===== src/sv/assert_macros.svh =====
// Assertion macros used by the top-level RTL file.
`ifndef ASSERT_MACROS_SVH
`define ASSERT_MACROS_SVH
`ifndef SYNTHESIS
// Expression must hold at every clock edge out of reset.
`define ASSERT_ALWAYS(lbl, clk, rst, expr) \
  lbl: assert property (@(posedge clk) disable iff (rst) (expr)) \
    else $error("lbl failed");
// Antecedent implies consequent in the next cycle.
`define ASSERT_NEXT(lbl, clk, rst, ante, cons) \
  lbl: assert property (@(posedge clk) disable iff (rst) (ante) |=> (cons)) \
    else $error("lbl failed");
`else
`define ASSERT_ALWAYS(lbl, clk, rst, expr)
`define ASSERT_NEXT(lbl, clk, rst, ante, cons)
`endif
`endif


===== src/sv/ffha_pkg.sv =====
// Shared types and constants of the first-fit heap allocator.
package ffha_pkg;

  localparam int HEAP_BYTES_DEF = 4096;
  localparam int HDR_BYTES      = 2;
  localparam int HDR_W          = 16;
  localparam int SIZE_W         = 15;

  localparam logic CMD_ALLOC = 1'b0;
  localparam logic CMD_FREE  = 1'b1;

  localparam logic [2:0] ST_OK        = 3'd0;
  localparam logic [2:0] ST_BAD_SIZE  = 3'd1;
  localparam logic [2:0] ST_NO_SPACE  = 3'd2;
  localparam logic [2:0] ST_REDUNDANT = 3'd3;
  localparam logic [2:0] ST_BAD_PTR   = 3'd4;

  typedef struct packed {
    logic       init_wr;
    logic       load;
    logic       rd_off;
    logic       rd_nxt;
    logic       walk_step;
    logic       wr_whole;
    logic       wr_low;
    logic       wr_high;
    logic       wr_clear;
    logic       zero_off;
    logic       m_latch;
    logic       m_merge;
    logic       m_shift;
    logic       set_st;
    logic [2:0] st_code;
    logic       emit;
  } dp_cmd_t;

  typedef struct packed {
    logic is_free;
    logic bad_size;
    logic fit;
    logic split;
    logic ptr_hit;
    logic used;
    logic walk_end;
    logic both_free;
    logic merged_end;
    logic shift_end;
    logic out_busy;
  } dp_stat_t;

endpackage


===== src/sv/ffha_ctrl.sv =====
// Controller: sequences the header walks, splits, frees and merges.
module ffha_ctrl import ffha_pkg::*; (
  input  logic     clk,
  input  logic     rst,
  input  logic     in_valid,
  input  logic     in_cmd,
  output logic     in_ready,
  input  dp_stat_t stat,
  output dp_cmd_t  cmd
);

  localparam logic [3:0] S_INIT  = 4'd0;
  localparam logic [3:0] S_IDLE  = 4'd1;
  localparam logic [3:0] S_RD    = 4'd2;
  localparam logic [3:0] S_EVAL  = 4'd3;
  localparam logic [3:0] S_SPLIT = 4'd4;
  localparam logic [3:0] S_MRD0  = 4'd5;
  localparam logic [3:0] S_MEV0  = 4'd6;
  localparam logic [3:0] S_MRDN  = 4'd7;
  localparam logic [3:0] S_MEVN  = 4'd8;
  localparam logic [3:0] S_FIN   = 4'd9;

  logic [3:0] state, state_next;

  assign in_ready = state == S_IDLE;

  always_comb begin
    cmd        = '0;
    state_next = state;
    case (state)
      S_INIT: begin
        cmd.init_wr = 1'b1;
        state_next  = S_IDLE;
      end
      S_IDLE: begin
        if (in_valid) begin
          cmd.load = 1'b1;
          if (in_cmd == CMD_ALLOC && stat.bad_size) begin
            cmd.set_st  = 1'b1;
            cmd.st_code = ST_BAD_SIZE;
            state_next  = S_FIN;
          end else begin
            state_next = S_RD;
          end
        end
      end
      S_RD: begin
        cmd.rd_off = 1'b1;
        state_next = S_EVAL;
      end
      S_EVAL: begin
        if (!stat.is_free) begin
          if (stat.fit) begin
            cmd.set_st  = 1'b1;
            cmd.st_code = ST_OK;
            if (stat.split) begin
              cmd.wr_low = 1'b1;
              state_next = S_SPLIT;
            end else begin
              cmd.wr_whole = 1'b1;
              state_next   = S_FIN;
            end
          end else if (stat.walk_end) begin
            cmd.set_st  = 1'b1;
            cmd.st_code = ST_NO_SPACE;
            state_next  = S_FIN;
          end else begin
            cmd.walk_step = 1'b1;
            state_next    = S_RD;
          end
        end else if (stat.ptr_hit) begin
          cmd.set_st = 1'b1;
          if (stat.used) begin
            cmd.wr_clear = 1'b1;
            cmd.zero_off = 1'b1;
            cmd.st_code  = ST_OK;
            state_next   = S_MRD0;
          end else begin
            cmd.st_code = ST_REDUNDANT;
            state_next  = S_FIN;
          end
        end else if (stat.walk_end) begin
          cmd.set_st  = 1'b1;
          cmd.st_code = ST_BAD_PTR;
          state_next  = S_FIN;
        end else begin
          cmd.walk_step = 1'b1;
          state_next    = S_RD;
        end
      end
      S_SPLIT: begin
        cmd.wr_high = 1'b1;
        state_next  = S_FIN;
      end
      S_MRD0: begin
        cmd.rd_off = 1'b1;
        state_next = S_MEV0;
      end
      S_MEV0: begin
        cmd.m_latch = 1'b1;
        state_next  = stat.walk_end ? S_FIN : S_MRDN;
      end
      S_MRDN: begin
        cmd.rd_nxt = 1'b1;
        state_next = S_MEVN;
      end
      S_MEVN: begin
        if (stat.both_free) begin
          cmd.m_merge = 1'b1;
          state_next  = stat.merged_end ? S_FIN : S_MRDN;
        end else begin
          cmd.m_shift = 1'b1;
          state_next  = stat.shift_end ? S_FIN : S_MRDN;
        end
      end
      S_FIN: begin
        if (!stat.out_busy) begin
          cmd.emit   = 1'b1;
          state_next = S_IDLE;
        end
      end
      default: begin
        state_next = S_IDLE;
      end
    endcase
  end

  always_ff @(posedge clk) begin
    if (rst) begin
      state <= S_INIT;
    end else begin
      state <= state_next;
    end
  end

endmodule


===== config.mk =====
export PLATFORM = sky130hd
export DESIGN_NAME = ffha_ctrl
export DESIGN_NICKNAME = d
export VERILOG_FILES = /design/src/sv/assert_macros.svh /design/src/sv/ffha_pkg.sv /design/src/sv/ffha_ctrl.sv
export SDC_FILE = /design/constraint.sdc
export NUM_CORES = 1
export LEC_CHECK = 0
export ABC_AREA = 1
export BUFFER_PORTS_ARGS = -buffer_cell sky130_fd_sc_hd__buf_4
export CAP_MARGIN = 40
export CORE_UTILIZATION = 44
export CTS_BUF_LIST = sky130_fd_sc_hd__clkbuf_4
export CTS_CLUSTER_SIZE = 24
export DETAILED_ROUTE_END_ITERATION = 6
export GPL_ROUTABILITY_DRIVEN = 0
export PLACE_DENSITY = 0.86
export RECOVER_POWER = 50
export REMOVE_ABC_BUFFERS = 1
export SYNTH_ARGS = -nofsm -noshare
export SYNTH_HDL_FRONTEND = slang
export SYNTH_SLANG_ARGS = --single-unit
export TNS_END_PERCENT = 1

===== constraint.sdc =====
create_clock -name clk -period 1.46 [get_ports clk]
set_input_delay 0.219 -clock clk [delete_from_list [all_inputs] [get_ports clk]]
set_output_delay 0.219 -clock clk [all_outputs]
set_load 0.02 [all_outputs]

-- Word level (Yosys, flattened, before mapping)
Index checks and enable logic that the tools add are counted.
Widths: inputs -> output; s select.
- eq/ne operators: 11
- muxes and demuxes: 48
- bitwise logic cells: 1
- reduce and logical (&&, ||, !) cells: 4
- operator list (cell ; count):
    $mux 4 ; 20
    $pmux 4 s9 ; 1
    $mux 1 ; 17
    $eq 4x3->1 const B ; 4
    $mux 2 ; 8
    $eq 4x2->1 const B ; 2
    $eq 4x4->1 const B ; 2
    $pmux 4 s2 ; 1
    $eq 4x1->1 const B ; 1
    $logic_not 4->1 ; 1
    $ne 2x2->1 const B ; 2
    $mux 3 ; 1
    $reduce_and 2->1 ; 1
    $reduce_or 2->1 ; 1
    $logic_and 1x1->1 ; 1
    $not 1->1 ; 1
- register bits: 4
- input bits: 15
- output and inout bits: 19
- logic and storage cells: 65

-- Logic depth before layout (Yosys ltp)
Gate-level depths: netlist of the first run.
- word-level depth: 5
- depth in mapped cells: 8
- gate-level depth less buffers: 8

-- Least setup slack after synthesis of the first run
No wires, ideal clock.
- kind: reg2out
- start point: register state[3]
- end point: output cmd[13] in the netlist's numbering
- arrival: 1399 ps
- required time: 1241 ps
- path slack: -158 ps
- stages on the path, launching flop included: 6
- path buffers: 0
- path through: dfxtp_1 nor2_2 inv_2 nor2_4 inv_2 nor4_1
- RTL lines (what ; line ; RTL):
    from (decl) ; ffha_ctrl.sv:23 ; logic [3:0] state, state_next;
    from (signal assigned) ; ffha_ctrl.sv:132 ; state <= state_next;
    to (decl) ; ffha_ctrl.sv:9 ; output dp_cmd_t cmd

==> impl_metrics.csv, run 1 <==
group,metric,value,unit
cts,cts_tree,"built",
placement,port_buffers,33,
drt,postRouteAntennaNets,0,
grt,grt_busiest_layer,"met2",
floorplan,coreArea,0.00117,mm²
synth,ys_types,18,
worst_setup_path,end_kind,"output pin",
synth,synth_cells,114,
synth,yosys_warnings,0,
placement,hpwlAfterDp,1360,µm
synth,synth-seq-cells,4,
cts,root_buffer,"clkbuf_4",
cts,clock-sinks,4,
timing,slew_viol_final,0,
floorplan,die_w,38.3,µm
drt,routed_via_density,5.11,
timing,holdWs,149,ps
timing,slew_headroom,78.6,%
final_layout,layout-drive-gt1-share,40.9,%
final_layout,diodes,0,
synth,syn_avg_cell_area,5.08,µm²
timing,fmax,632,MHz
timing,min_period,1580,ps
grt,grt_use_met1,29.4,%
worst_setup_path,reg2reg_to,"state[0]",
timing,period_share,108,%
timing,hold_viol_final,0,
worst_setup_path,ff2ff_path_depth,10,
worst_setup_path,worstPathRequired,1240,ps
power_and_ir_drop,peakVddDrop,947,µV
worst_setup_path,arrival,1360,ps
cts,clk_latency,250,ps
cts,cts_buffer_depth,2,
worst_setup_path,cp_max_fo,5,
worst_setup_path,timing.reg2reg.setup_slack,30,ps
power_and_ir_drop,p_leak,0.564,nW
drt,via_count,858,
run_status,violations,"negative setup slack",
drt,drtPass1Iterations,4,
placement,placedCellCount,160,
drt,initialDrtViolationCount,37,
grt,grt_pass1_wl,3050,µm
run_status,status,"complete, but fails checks",
drt,post-route-drc-count,0,
floorplan,start_util,49.5,%
final_layout,post_layout_nonfiller_instances,168,
cts,cts_made_buffers,3,
cts,clkTransAtPathRegs,40,ps
timing,rsz0062_at_grt,"yes",
grt,grt_use_total,30.2,%
floorplan,dieArea,0.00147,mm²
power_and_ir_drop,finalPower,1.19,mW
final_layout,top_register,"state",
flow_run,maxCapViolations,0,
worst_setup_path,critical_path_class,"reg2out",
final_layout,finalInstanceArea,940,µm²
drt,post_drt_wl_per_cell,11.8,µm
timing,tightest_slew,320,ps
floorplan,io_pins,34,
final_layout,top_regs,"state: 4 flops",
worst_setup_path,timing.rr.start,"state[2]",
cts,h-tree-depth,1,
synth,yosysSeqAreaShare,13.8,%
final_layout,largest_register_ff_count,4,
grt,grt_max_degree,9,
final_layout,syn_to_final_growth,62.2,%
final_layout,nNetsFinal,171,
worst_setup_path,crit_start,"state[2]",
worst_setup_path,cp-start-kind,"flip-flop",
drt,wl,1980,µm
worst_setup_path,endpoint,"cmd[4]",
final_layout,n_fill_cell,90,
timing,finalClockSkew,11.6,ps
floorplan,placementRows,12,
timing,finalSetupViolCount,11,
grt,grt-ovfl-total,0,
final_layout,fin_util,80.2,%
grt,grt_pass1_vias,802,
power_and_ir_drop,power.density,1260,mW/mm²
placement,dpl_cell_area,833,µm²
floorplan,dieHeight,38.3,µm
timing,fin_ws,-123,ps
synth,syn_area,579,µm²
grt,met2_usage,55.9,%
hold_path,hold_class,"in2reg",
grt,antenna_found_initial,0,
grt,gr-usage-met3,5.81,%
cts,hold_buffers,0,
-- metrics by stage --
step                setup WS (ps)  setup TNS [ps]
detailed placement           24.6               0
finish                       -123            -697
global route                 -164           -1740
global placement             84.3               0
CTS                         -99.2            -550
floorplan                    -158            -191
-- metal layers --
metal	routed length, µm	up-vias
li1	-	422
met1	729	365
met2	1010	61
met3	166	10
met4	72	0
met5	0	-
-- final cells by class --
class | instances | area, µm² | area share, %
repair buffers | 39 | 297 | 31.6
flip-flops and latches | 4 | 87.6 | 9.32
well taps | 14 | 17.5 | 1.86
inverters | 28 | 108 | 11.5
multi-input cells | 80 | 408 | 43.4
clock buffers | 3 | 22.5 | 2.40
-- report_power, final --
part           switching (mW)  internal [mW]  total, mW
clock network          0.0517         0.0923      0.144
registers              0.0504          0.156      0.206
logic                   0.513          0.321      0.835
-- critical path: stages, from the launching register on --
cell and delay (ps):
dfxtp_2 350, nor2_4 130, buf_4 120, nand2_2 80, nor2_2 100, nand2_1 90, o21ai_1 100, buf_4 160
-- cell families after synthesis --
family,after synthesis,synth area share (%)
flops,4,13.8
simple gates,68,53.8
buf+inv,30,21.4
compound gates,12,11.0
-- repair_timing --
action / in CTS / in global routing
endpoints found under the hold margin: 0 / 0
setup endpoints to repair: 10 / 16
buffers inserted: 4 / 1
pin swaps: 3 / 2
gates resized for setup: 10 / 5
-- cells in the final DEF, fill, tap and decap left out --
cell type / instances
o21ai_0: 5
clkbuf_4: 3
nand2_2: 2
inv_2: 2
nand2_1: 27
a21oi_2: 1
buf_6: 1
nand3_1: 9
nor2_1: 18
dfxtp_4: 1
nor2_4: 3
nor2_2: 5
inv_4: 1
nor4_4: 1
o21ai_1: 2
a21oi_1: 4
dfxtp_2: 3
inv_1: 25
buf_4: 38
nor3_2: 1
nor3_4: 1
nor3_1: 1
-- worst min path at each step --
| stage | start | end | slack, ps | depth (start not counted) |
|---|---|---|---|---|
| 2_1_floorplan | rst | state[2] | 280 | 1 |
| 3_3_place_gp | rst | state[2] | 400 | 2 |
| 3_5_place_dp | rst | state[2] | 410 | 2 |
| 4_1_cts | rst | state[2] | 150 | 2 |
| 5_1_grt | rst | state[2] | 150 | 2 |
| 6_report | rst | state[1] | 150 | 2 |
-- cell usage after synthesis --
cell type   n  share of area, %
dfxtp_1     4                14
nor3_4      1               2.8
nor2_4      1               1.9
nor2_1     18                12
inv_1      26                17
inv_2       2               1.3
o21ai_0     6               5.2
nand2_1    28                18
nor3_1      2               1.7
a21oi_2     1               1.5
buf_6       1               1.9
buf_4       1               1.3
o21ai_1     1              0.86
nand3_1     9               7.8
nor4_1      1               1.1
nand2_2     1               1.1
nor2_2      7               7.6
a21oi_1     4               3.5
No activity file was read; power rests on OpenSTA's default activity.
==> run 2, diff against run 1 <==
--- a/config.mk
+++ b/config.mk
@@ -13,8 +13,8 @@
 export CTS_CLUSTER_SIZE = 24
 export DETAILED_ROUTE_END_ITERATION = 6
 export GPL_ROUTABILITY_DRIVEN = 0
+export MAX_ROUTING_LAYER = met4
 export PLACE_DENSITY = 0.86
-export RECOVER_POWER = 50
 export REMOVE_ABC_BUFFERS = 1
 export SYNTH_ARGS = -nofsm -noshare
 export SYNTH_HDL_FRONTEND = slang
==> run 2 against run 1 <==
  * The run still ends with negative setup slack left
  * Clock power is essentially flat
  * Combinational power is essentially flat
  * Critical path depth is the same
  * Sequential power is essentially flat
  * Fmax shrank 0.10%
  * Largest cell class unchanged
  * Highest routed layer unchanged
==> impl_metrics.csv, run 2 (synthesized netlist as in run 1, its figures left out) <==
group,metric,value,unit
worst_setup_path,slowest_delay,350,ps
floorplan,coreArea,0.00117,mm²
worst_setup_path,path_delay_family,"simple AND/OR/NAND/NOR gates",
grt,grt_use_total,31.3,%
worst_setup_path,arrival,1370,ps
final_layout,layout-drive-gt1-share,40.9,%
placement,port_buffers,33,
run_status,status,"complete, but fails checks",
power_and_ir_drop,power.density,1260,mW/mm²
cts,h-tree-depth,1,
cts,root_buffer,"clkbuf_4",
final_layout,final_cell_mix,"buf_4, nand2_1, inv_1, nor2_1, nand3_1",
timing,tightest_slew,321,ps
timing,fmax,631,MHz
floorplan,io_pins,34,
worst_setup_path,cp_max_fo,5,
grt,grt-ovfl-total,0,
grt,grt_pass1_vias,797,
worst_setup_path,cp-start-kind,"flip-flop",
drt,post-route-drc-count,0,
final_layout,top_regs,"state: 4 flops",
grt,grt_pass1_wl,3060,µm
floorplan,start_util,49.5,%
placement,post-place-ws,24.6,ps
timing,period_share,109,%
timing,rsz0062_at_grt,"yes",
timing,hold_viol_final,0,
final_layout,largest_register_ff_count,4,
final_layout,top_register,"state",
cts,clk_latency,250,ps
floorplan,dieHeight,38.3,µm
cts,clkTransAtPathRegs,40,ps
drt,post_drt_wl_per_cell,11.8,µm
grt,grt_max_degree,9,
drt,routed_via_density,5.10,
drt,postRouteAntennaNets,0,
timing,finalClockSkew,11.3,ps
placement,hpwlAfterDp,1360,µm
drt,initialDrtViolationCount,38,
cts,cts_buffer_depth,2,
drt,wl,1980,µm
final_layout,diodes,0,
timing,fin_ws,-125,ps
drt,drtPass1Iterations,4,
hold_path,hold_class,"in2reg",
worst_setup_path,crit_chain,"nor2_4 > buf_4 > nand2_2 > nor2_2 > nand2_1 > o21ai_1 > buf_4",
grt,antenna_found_initial,0,
timing,slew_headroom,78.5,%
floorplan,placementRows,12,
cts,cts_tree,"built",
floorplan,dieArea,0.00147,mm²
cts,cts_made_buffers,3,
run_status,violations,"negative setup slack",
timing,slew_viol_final,0,
worst_setup_path,end_kind,"output pin",
power_and_ir_drop,p_leak,0.564,nW
worst_setup_path,crit_slowest_cell,"dfxtp_2",
timing,min_period,1580,ps
worst_setup_path,critPathBufInv,2,
final_layout,nNetsFinal,171,
final_layout,syn_to_final_growth,62.2,%
timing,finalSetupViolCount,11,
cts,clock-sinks,4,
power_and_ir_drop,peakVddDrop,947,µV
final_layout,final_common_cell,"buf_4",
flow_run,maxCapViolations,0,
floorplan,die_w,38.3,µm
worst_setup_path,crit_path_frequent_cell,"buf_4",
drt,via_count,857,
worst_setup_path,critical_path_class,"reg2out",
timing,holdWs,149,ps
worst_setup_path,worstPathRequired,1240,ps
## run 2: final timing paths
check,start,endpoint,slack (ps),cells past startpoint
worst min register to register,state[2],state[3],690,3
worst max-delay path,state[2],cmd[4],-120,7
worst max register to register,state[2],state[0],20,10
worst min-delay path,rst,state[1],150,2
## run 2: per-stage QoR
step	util, %	power, mW	cell area, µm²	std cells	TNS (ps)
2_1_floorplan	-	0.638	561	112	-191
3_3_place_gp	71.2	0.890	833	160	0
3_5_place_dp	71.2	0.906	833	160	0
4_1_cts	78.6	1.10	921	167	-550
5_1_grt	80.2	1.29	940	168	-1830
6_report	80.2	1.19	940	168	-732
## run 2: metal layers
layer,vias up,global-route usage (%),wire [µm]
met2,61,55.9,1010
met1,364,29.4,731
met3,10,7.56,169
met5,-,-,0
li1,422,-,-
met4,0,20.5,72
## run 2: power by group
group	switching (mW)	internal [mW]	leakage, nW
Combinational	0.513	0.321	0.516
Clock	0.0526	0.0924	0.0138
Sequential	0.0505	0.156	0.0346
## run 2: area by class of cell
type	instances	area (µm²)
clock buffer	3	22.5
multi-input combinational	80	408
tap	14	17.5
sequential	4	87.6
fill	90	231
timing repair buffer	39	297
inverter	28	108
## run 2: repair_timing
action	CTS	global route
pin swaps	3	2
endpoints found under the setup margin	10	18
buffers inserted	4	1
hold buffers	0	0
resized for setup	10	5
hold endpoints to repair	0	0
